**config.mk**
```make
export PLATFORM = sky130hd
export DESIGN_NAME = ccb_ctrl
export DESIGN_NICKNAME = d
export VERILOG_FILES = /design/src/design/ccb_pkg.sv /design/src/design/ccb_ctrl.sv
export SDC_FILE = /design/constraint.sdc
export NUM_CORES = 1
export LEC_CHECK = 0
export BUFFER_PORTS_ARGS = -buffer_cell sky130_fd_sc_hd__buf_4
export CAP_MARGIN = 40
export CORE_ASPECT_RATIO = 1.4
export CORE_MARGIN = 1
export CORE_UTILIZATION = 35
export CTS_BUF_LIST = sky130_fd_sc_hd__clkbuf_16
export DETAILED_ROUTE_END_ITERATION = 16
export GPL_TIMING_DRIVEN = 1
export PLACE_DENSITY = 0.68
export RECOVER_POWER = 25
export SYNTH_ARGS = -nofsm -noshare
export SYNTH_HDL_FRONTEND = slang
export SYNTH_SLANG_ARGS = --single-unit
```
**constraint.sdc**
```tcl
create_clock -name clk -period 8.8 [get_ports clk]
set_clock_uncertainty 0.05 [all_clocks]
set_input_delay 1.32 -clock clk [delete_from_list [all_inputs] [get_ports clk]]
set_output_delay 1.32 -clock clk [all_outputs]
set_load 0.01 [all_outputs]
```
**src/design/ccb_pkg.sv**
```systemverilog
// Shared types and constants for the coverage counter bank.
package ccb_pkg;

    localparam int DATA_W       = 32;
    localparam int EVENT_W      = 16;
    localparam int LINE_COUNT_W = 11;
    localparam int INDEX_W      = 10;
    localparam int APB_DATA_W   = 32;
    localparam int APB_ADDR_W   = 3;

    localparam logic [LINE_COUNT_W-1:0] LINE_COUNT_RESET = 11'd1024;

    // Word index of the line count register on the configuration port.
    localparam logic CFG_IDX_LINE_COUNT = 1'b0;

    localparam logic [1:0] OP_TENT = 2'd0;
    localparam logic [1:0] OP_PASS = 2'd1;
    localparam logic [1:0] OP_FAIL = 2'd2;
    localparam logic [1:0] OP_READ = 2'd3;

    typedef enum logic [5:0] {
        ST_CLEAR   = 6'b000001,
        ST_IDLE    = 6'b000010,
        ST_RD      = 6'b000100,
        ST_WR      = 6'b001000,
        ST_FOLD_RD = 6'b010000,
        ST_FOLD_WR = 6'b100000
    } ccb_state_t;

    // Write enables of the three counter banks.
    typedef struct packed {
        logic pos;
        logic neg;
        logic temp;
    } bank_we_t;

endpackage

```
**src/design/ccb_ctrl.sv**
```systemverilog
// Sequencer and shared 32-bit adder that drive the three counter banks.
module ccb_ctrl #(
    parameter int MAX_LINES = 1024,
    localparam int AW = $clog2(MAX_LINES)
) (
    input  logic                             clk,
    input  logic                             rst_n,
    input  logic [ccb_pkg::LINE_COUNT_W-1:0] line_count,
    input  logic                             start,
    output logic                             busy,
    input  logic [1:0]                       opcode,
    input  logic [ccb_pkg::INDEX_W-1:0]      line_index,
    output ccb_pkg::bank_we_t                bank_we,
    output logic [AW-1:0]                    waddr,
    output logic [ccb_pkg::DATA_W-1:0]       wdata,
    output logic [AW-1:0]                    raddr,
    input  logic [ccb_pkg::DATA_W-1:0]       pos_rd,
    input  logic [ccb_pkg::DATA_W-1:0]       neg_rd,
    input  logic [ccb_pkg::DATA_W-1:0]       temp_rd,
    output logic                             done,
    output logic [ccb_pkg::DATA_W-1:0]       pos_count,
    output logic [ccb_pkg::DATA_W-1:0]       neg_count,
    output logic [ccb_pkg::DATA_W-1:0]       temp_count,
    output logic                             dump_due,
    output logic                             bad_index
);
    import ccb_pkg::*;

    localparam int CW = $clog2(MAX_LINES + 1);
    localparam int LW = (CW > LINE_COUNT_W) ? CW : LINE_COUNT_W;

    ccb_state_t         state_reg, state_next;
    logic [1:0]         op_reg, op_next;
    logic [AW-1:0]      idx_reg, idx_next;
    logic [AW-1:0]      fold_addr_reg, fold_addr_next;
    logic [AW-1:0]      clr_addr_reg, clr_addr_next;
    logic               pending_reg, pending_next;
    logic [EVENT_W-1:0] event_reg, event_next;

    logic               done_reg, done_next;
    logic [DATA_W-1:0]  pos_count_reg, pos_count_next;
    logic [DATA_W-1:0]  neg_count_reg, neg_count_next;
    logic [DATA_W-1:0]  temp_count_reg, temp_count_next;
    logic               dump_due_reg, dump_due_next;
    logic               bad_index_reg, bad_index_next;

    logic [LW-1:0]      lines_in_use;
    logic [LW-1:0]      idx_ext;
    logic               idx_bad;
    logic               fold_last;
    logic [DATA_W-1:0]  add_a, add_b, add_sum;

    // Lines in use saturate at the bank depth.
    always_comb
    begin
        if (LW'(line_count) > LW'(MAX_LINES))
        begin
            lines_in_use = LW'(MAX_LINES);
        end
        else
        begin
            lines_in_use = LW'(line_count);
        end
    end

    assign idx_ext   = LW'(line_index);
    assign idx_bad   = (idx_ext >= lines_in_use);
    assign fold_last = ((LW'(fold_addr_reg) + LW'(1)) == lines_in_use);
    assign busy      = (state_reg != ST_IDLE);

    // The one adder: increments on hits, positive plus tentative on the fold walk.
    always_comb
    begin
        add_a = '0;
        add_b = DATA_W'(1);
        case (state_reg)
            ST_FOLD_WR:
            begin
                add_a = pos_rd;
                add_b = temp_rd;
            end
            ST_WR:
            begin
                case (op_reg)
                    OP_TENT: add_a = temp_rd;
                    OP_PASS: add_a = pos_rd;
                    OP_FAIL: add_a = neg_rd;
                    default: add_a = '0;
                endcase
            end
            default:
            begin
                add_a = '0;
            end
        endcase
    end

    assign add_sum = add_a + add_b;

    always_comb
    begin
        raddr = (state_reg == ST_FOLD_RD) ? fold_addr_reg : idx_reg;
        case (state_reg)
            ST_CLEAR:   waddr = clr_addr_reg;
            ST_FOLD_WR: waddr = fold_addr_reg;
            default:    waddr = idx_reg;
        endcase
        wdata = (state_reg == ST_CLEAR) ? '0 : add_sum;
    end

    always_comb
    begin
        state_next      = state_reg;
        op_next         = op_reg;
        idx_next        = idx_reg;
        fold_addr_next  = fold_addr_reg;
        clr_addr_next   = clr_addr_reg;
        pending_next    = pending_reg;
        event_next      = event_reg;
        bank_we         = '0;
        done_next       = 1'b0;
        pos_count_next  = pos_count_reg;
        neg_count_next  = neg_count_reg;
        temp_count_next = temp_count_reg;
        dump_due_next   = dump_due_reg;
        bad_index_next  = bad_index_reg;

        case (state_reg)
            ST_CLEAR:
            begin
                bank_we = '{pos: 1'b1, neg: 1'b1, temp: 1'b1};
                clr_addr_next = clr_addr_reg + AW'(1);
                if (clr_addr_reg == AW'(MAX_LINES - 1))
                begin
                    state_next = ST_IDLE;
                end
            end
            ST_IDLE:
            begin
                if (start)
                begin
                    op_next  = opcode;
                    idx_next = idx_ext[AW-1:0];
                    if (idx_bad)
                    begin
                        done_next       = 1'b1;
                        pos_count_next  = '0;
                        neg_count_next  = '0;
                        temp_count_next = '0;
                        dump_due_next   = 1'b0;
                        bad_index_next  = 1'b1;
                    end
                    else if ((opcode == OP_PASS || opcode == OP_FAIL) && pending_reg)
                    begin
                        fold_addr_next = '0;
                        state_next     = ST_FOLD_RD;
                    end
                    else
                    begin
                        state_next = ST_RD;
                    end
                end
            end
            ST_FOLD_RD:
            begin
                state_next = ST_FOLD_WR;
            end
            ST_FOLD_WR:
            begin
                bank_we.pos = 1'b1;
                if (fold_last)
                begin
                    pending_next = 1'b0;
                    state_next   = ST_RD;
                end
                else
                begin
                    fold_addr_next = fold_addr_reg + AW'(1);
                    state_next     = ST_FOLD_RD;
                end
            end
            ST_RD:
            begin
                state_next = ST_WR;
            end
            ST_WR:
            begin
                done_next       = 1'b1;
                bad_index_next  = 1'b0;
                dump_due_next   = 1'b0;
                pos_count_next  = pos_rd;
                neg_count_next  = neg_rd;
                temp_count_next = temp_rd;
                if (op_reg != OP_READ)
                begin
                    event_next    = event_reg + EVENT_W'(1);
                    dump_due_next = (event_reg == '1);
                end
                case (op_reg)
                    OP_TENT:
                    begin
                        bank_we.temp    = 1'b1;
                        temp_count_next = add_sum;
                        pending_next    = 1'b1;
                    end
                    OP_PASS:
                    begin
                        bank_we.pos    = 1'b1;
                        pos_count_next = add_sum;
                    end
                    OP_FAIL:
                    begin
                        bank_we.neg    = 1'b1;
                        neg_count_next = add_sum;
                    end
                    default:
                    begin
                        bank_we = '0;
                    end
                endcase
                state_next = ST_IDLE;
            end
            default:
            begin
                state_next = ST_IDLE;
            end
        endcase
    end

    always_ff @(posedge clk or negedge rst_n)
    begin
        if (!rst_n)
        begin
            state_reg     <= ST_CLEAR;
            clr_addr_reg  <= '0;
            fold_addr_reg <= '0;
            pending_reg   <= 1'b0;
            event_reg     <= '0;
            done_reg      <= 1'b0;
        end
        else
        begin
            state_reg     <= state_next;
            clr_addr_reg  <= clr_addr_next;
            fold_addr_reg <= fold_addr_next;
            pending_reg   <= pending_next;
            event_reg     <= event_next;
            done_reg      <= done_next;
        end
    end

    always_ff @(posedge clk)
    begin
        op_reg         <= op_next;
        idx_reg        <= idx_next;
        pos_count_reg  <= pos_count_next;
        neg_count_reg  <= neg_count_next;
        temp_count_reg <= temp_count_next;
        dump_due_reg   <= dump_due_next;
        bad_index_reg  <= bad_index_next;
    end

    assign done       = done_reg;
    assign pos_count  = pos_count_reg;
    assign neg_count  = neg_count_reg;
    assign temp_count = temp_count_reg;
    assign dump_due   = dump_due_reg;
    assign bad_index  = bad_index_reg;

endmodule

```
After elaboration in Yosys (flattened, before gate mapping)
Cells that the tools add are included.

Register bits after elaboration: 154. Input port bits: 122. Output and inout bits: 155.

$add $sub $neg: 5. $lt $le $gt $ge: 2. Eq/ne operators: 23. Muxes and demuxes: 44. Reduce and logical (&&, ||, !) cells: 13.

Operators by type and width (number): $pmux W32 S2 (4); $mux W32 (7); $pmux W32 S3 (1); $mux W10 (5); $pmux W10 S2 (2); $add A32 B32 Y32 (1); $pmux W6 S5 (1); $add A10 B1 Y10 const B (2); $mux W6 (3); $add A16 B1 Y16 const B (1); $eq A16 B16 Y1 const B (1); $ne A2 B2 Y1 const B (7); $mux W1 (12); $add A10 B1 Y11 const B (1); $eq A11 B11 Y1 (1); $ge A10 B11 Y1 (1); $gt A11 B11 Y1 const B (1); $mux W11 (1); $eq A10 B10 Y1 const B (1); $mux W5 (2); $pmux W1 S2 (5); $reduce_and A3 Y1 (3); $eq A6 B1 Y1 const B (1); $eq A6 B2 Y1 const B (1); other kinds (16) (22).

Depth between registers and ports, before layout
Word-level depth: 7. Gate-level depth with buffers: 19. Depth with buffers taken out: 17.

Least setup slack after synthesis
No wires, ideal clock.

Path type: input to register. Start: input line_count[10] (netlist name). End: register bad_index_reg (netlist: bad_index) (enable). Setup time: 0.698 ns. Data arrival time: 10.186 ns. Required time: 8.052 ns. Path slack: -2.134 ns. Stages on the path: 12. Path buffers: 2. Cell sequence: buf_2 > clkbuf_1 > nor2b_1 > ha_1 > nand2b_1 > a21o_1 > a21o_1 > a211o_1 > o211ai_1 > a211o_1 > o21ba_2 > o31ai_1.

Cells in the longest elaborated chain, start to end: 5.

Ends and longest elaborated chain: start: declaration (RTL line ccb_ctrl.sv:8) `input logic [ccb_pkg::LINE_COUNT_W-1:0] line_count,`; $gt A11 B11 Y1 (RTL line ccb_ctrl.sv:56) `if (LW'(line_count) > LW'(MAX_LINES))`; $mux W11 * (RTL line ccb_ctrl.sv:56); $ge A10 B11 Y1 * (RTL line ccb_ctrl.sv:67) `assign idx_bad = (idx_ext >= lines_in_use);`; $ne A2 B2 Y1 (no source line) *; $reduce_and A3 Y1 (no source line) *; end signal: assignment (RTL line ccb_ctrl.sv:260) `bad_index_reg <= bad_index_next;`; end: declaration (RTL line ccb_ctrl.sv:45) `logic bad_index_reg, bad_index_next;`.

Every way passes the cells marked *; elsewhere a longest branch is shown, timed or not. A chain may end at the register's enable or synchronous reset.

Worst setup path after layout
Start: register state_reg[5]. End: output wdata[29] (netlist name).

Cells in the longest elaborated chain, start to end: 4. Elaborated cells between the ends (all ways): 7.

Ends and longest elaborated chain: start: declaration (RTL line ccb_ctrl.sv:32) `ccb_state_t state_reg, state_next;`; start signal: assignment (RTL line ccb_ctrl.sv:243) `state_reg <= state_next;`; $eq A6 B4 Y1 or $eq A6 B6 Y1 (tied branches) (RTL line ccb_ctrl.sv:76) `case (state_reg)`; $pmux W32 S2 or $mux W32 (tied branches) (RTL line ccb_ctrl.sv:76); $add A32 B32 Y32 (RTL line ccb_ctrl.sv:98) `assign add_sum = add_a + add_b;`; $mux W32 * (RTL line ccb_ctrl.sv:108) `wdata = (state_reg == ST_CLEAR) ? '0 : add_sum;`; end: declaration (RTL line ccb_ctrl.sv:15) `output logic [ccb_pkg::DATA_W-1:0] wdata,`.

Marks and branches as above.

==> impl_metrics.ini <==
[run_status]
status = complete, but fails checks
failed_checks = max-capacitance violations, max-slew violations

[timing]
final-setup-viol-count = 0
fmax_mhz = 137
setup_ws_ns = 1.52
fin_crit_ns = 7.28
finalHoldViolations = 0
period_share = 0.828
tightestPinTransition_ns = 2.32
rsz0062_at_grt = false
hold_ws_ns = 0.421
relSlewSlack = -0.546
tns_ns = 0
finalMaxSlewViolations = 75

[synth]
synth_cell_types = 70
synth_area_per_cell_um2 = 8.90
ys_async_sr_fraction = 0.286
netlist_area_um2 = 10400
synth_edf_count = 110
syn_nets = 1341
synth_top_area_cell = edfxtp_1
synthTopCellsByArea = edfxtp_1, dfrtp_1, nand2_1
ys.flop_type = edfxtp_1
yosysWarnings = 0
netlist_instances = 1174
synth_top_area_frac = 0.316
ys_seq_elements = 154
yosysSeqAreaShare = 0.422

[hold_path]
hp-class = flop to flop

[layout]
multi_input_area_um2 = 5760
fillers = 2916
final_cell_mix = nand2_1, buf_4, a21oi_1
nets = 1582
final_layout_size_suffix_gt1_frac = 0.220
seqCellArea_um2 = 4410
layout_commonest_cell = nand2_1
area_growth_pct = 27.4

[power]
p_int_mw = 1.52
ir_worst_vdd_mv = 0.130
p_clk_frac = 0.314
powerDensity_nw_per_um2 = 172
seqPwrFrac = 0.403
p_comb_frac = 0.283
power_leakage_nw = 5.84
switching_share = 0.335
switchingPower_uw = 766

[setup_path]
slowest_delay_ns = 0.90
crit_path_end_kind = output pin
ff2ff_setup_slack_ns = 3.17
cp_max_fo = 27
crit_chain = nor2_1, and3_1, clkbuf_1, inv_2, o21ai_4, buf_16, nand2_1, o21ai_0, ha_1, a2111oi_0, o21ai_0, nand3_1, a21oi_1, o21ai_1, o31ai_1, a31oi_1, xor2_1, nor2_1, buf_4
slowest_stage = clkbuf_1
critPathLaunchType = flop
crit_required_ns = 7.43
crit_type = flop to output pin
worst_ep_arrival_time_ns = 5.91

[floorplan]
die_area_um2 = 30500
coreArea_um2 = 29300
start_util = 0.357
ios = 277
rows = 74
fp.dieH_um = 206
die_x_um = 148

[drt]
drt_pass1_iterations = 5
drc = 0
totalWireLength_um = 34800
ant_nets = 0
drt_iter0_drc = 683
routed_via_density = 5.39
num_vias = 9760
drt-wirelength-per-cell_um = 19.2

[grt]
grtUsageMet2 = 0.417
grt_max_degree = 66
antenna_found_initial = 1
grt_pass1_wl_um = 53500
grt_util_all_layers = 0.229
grt-busiest-layer = met2
gr-total-overflow = 0
grt_util_met3 = 0.0519
grt_pass1_vias = 9795
use_met1 = 0.252

[placed_design]
routabilityCongestion = 0.906
port_buffers = 276
hpwl_um = 25800
dpl_worst_slack_ns = 2.24

[cts]
cts_tree = yes
cts-root-buf = clkbuf_16
hold_buffers = 0
clk_path_buf_depth = 2
post_cts_buffers = 0
cts_buffers = 17
ctsHtreeMaxLevel = 4
cts_resized = 0
clock-sinks = 154
clk_latency_ns = 0.44
clk_pin_slew_worst_paths_ns = 0.07

[run]
maxCapViolations = 2
area by class of cell:
class	count	share of cell area
antenna	3	0.000564
clock buffer	17	0.0320
clock inverter	15	0.0104
inverter	14	0.00395
multi-input combinational	938	0.433
sequential	154	0.331
tap	380	0.0357
timing repair buffer	290	0.153
worst paths after layout:
| path | from | end | cells past startpoint |
|---|---|---|---|
| max in group asynchronous | rst_n | clr_addr_reg[6] | 1 |
| min in group asynchronous | rst_n | event_reg[14] | 1 |
| worst min-delay path | event_reg[7] | event_reg[7] | 1 |
| worst max register to register | state_reg[5] | pos_count[29] | 18 |
| worst max-delay path | state_reg[5] | wdata[29] | 19 |
| worst min register to register | event_reg[7] | event_reg[7] | 1 |
routing by layer:
| layer | vias to the layer above | share of wire | wire length, um |
|---|---|---|---|
| met5 | - | 0 | 0 |
| li1 | 4647 | - | - |
| met2 | 421 | 0.52 | 18100 |
| met1 | 4620 | 0.37 | 13000 |
| met4 | 0 | 0.031 | 1080 |
| met3 | 72 | 0.076 | 2640 |
critical path, delay by kind of cell (launching register included):
family,cells,cell delay [ns]
compound gates,8,2.35
flops,1,0.44
buf+inv,4,1.42
simple gates,5,0.77
xor+xnor,1,0.13
fa+ha+maj,1,0.37
logic make-up (layout without fill, tap and decap cells):
family          after synthesis  count (layout)  share of synthesized area
simple gates                504             504                      0.225
compound gates              275             275                      0.160
flops                       154             154                      0.422
buf+inv                      82             336                     0.0309
xor+xnor                     64              64                     0.0585
mux                          50              50                     0.0492
fa+ha+maj                    45              45                     0.0546
other cells                   0               3                          0
per-stage QoR:
step | util | instance area [um^2] | power, mW | instances
floorplan | - | 10500 | 1.29 | 1174
global placement | 0.439 | 12800 | 1.58 | 1773
detailed placement | 0.441 | 12900 | 1.60 | 1776
CTS | 0.461 | 13500 | 2.31 | 1808
global route | 0.454 | 13300 | 2.39 | 1809
finish | 0.455 | 13300 | 2.28 | 1811
cell usage after synthesis, drive strengths merged, types with 18 or more instances:
cell and number:
nor3 18, nand3 40, clkbuf 48, nand2b 20, dfrtp 43, xor2 28, o21ai 73, a21o 18
nand2 243, and2 32, a21oi 116, mux2i 39, xnor2 34, buf 20, nor2 67, ha 44
nor2b 34, edfxtp 110
power by group through the flow:
stage               logic [mW]  clock network (mW)  registers (mW)
global route             0.702               0.759           0.927
global placement         0.651                   0           0.932
CTS                      0.664               0.729           0.920
finish                   0.647               0.716           0.920
floorplan                0.342                   0           0.948
detailed placement       0.662                   0           0.935
Note: power is estimated with default switching activity, not from simulation.
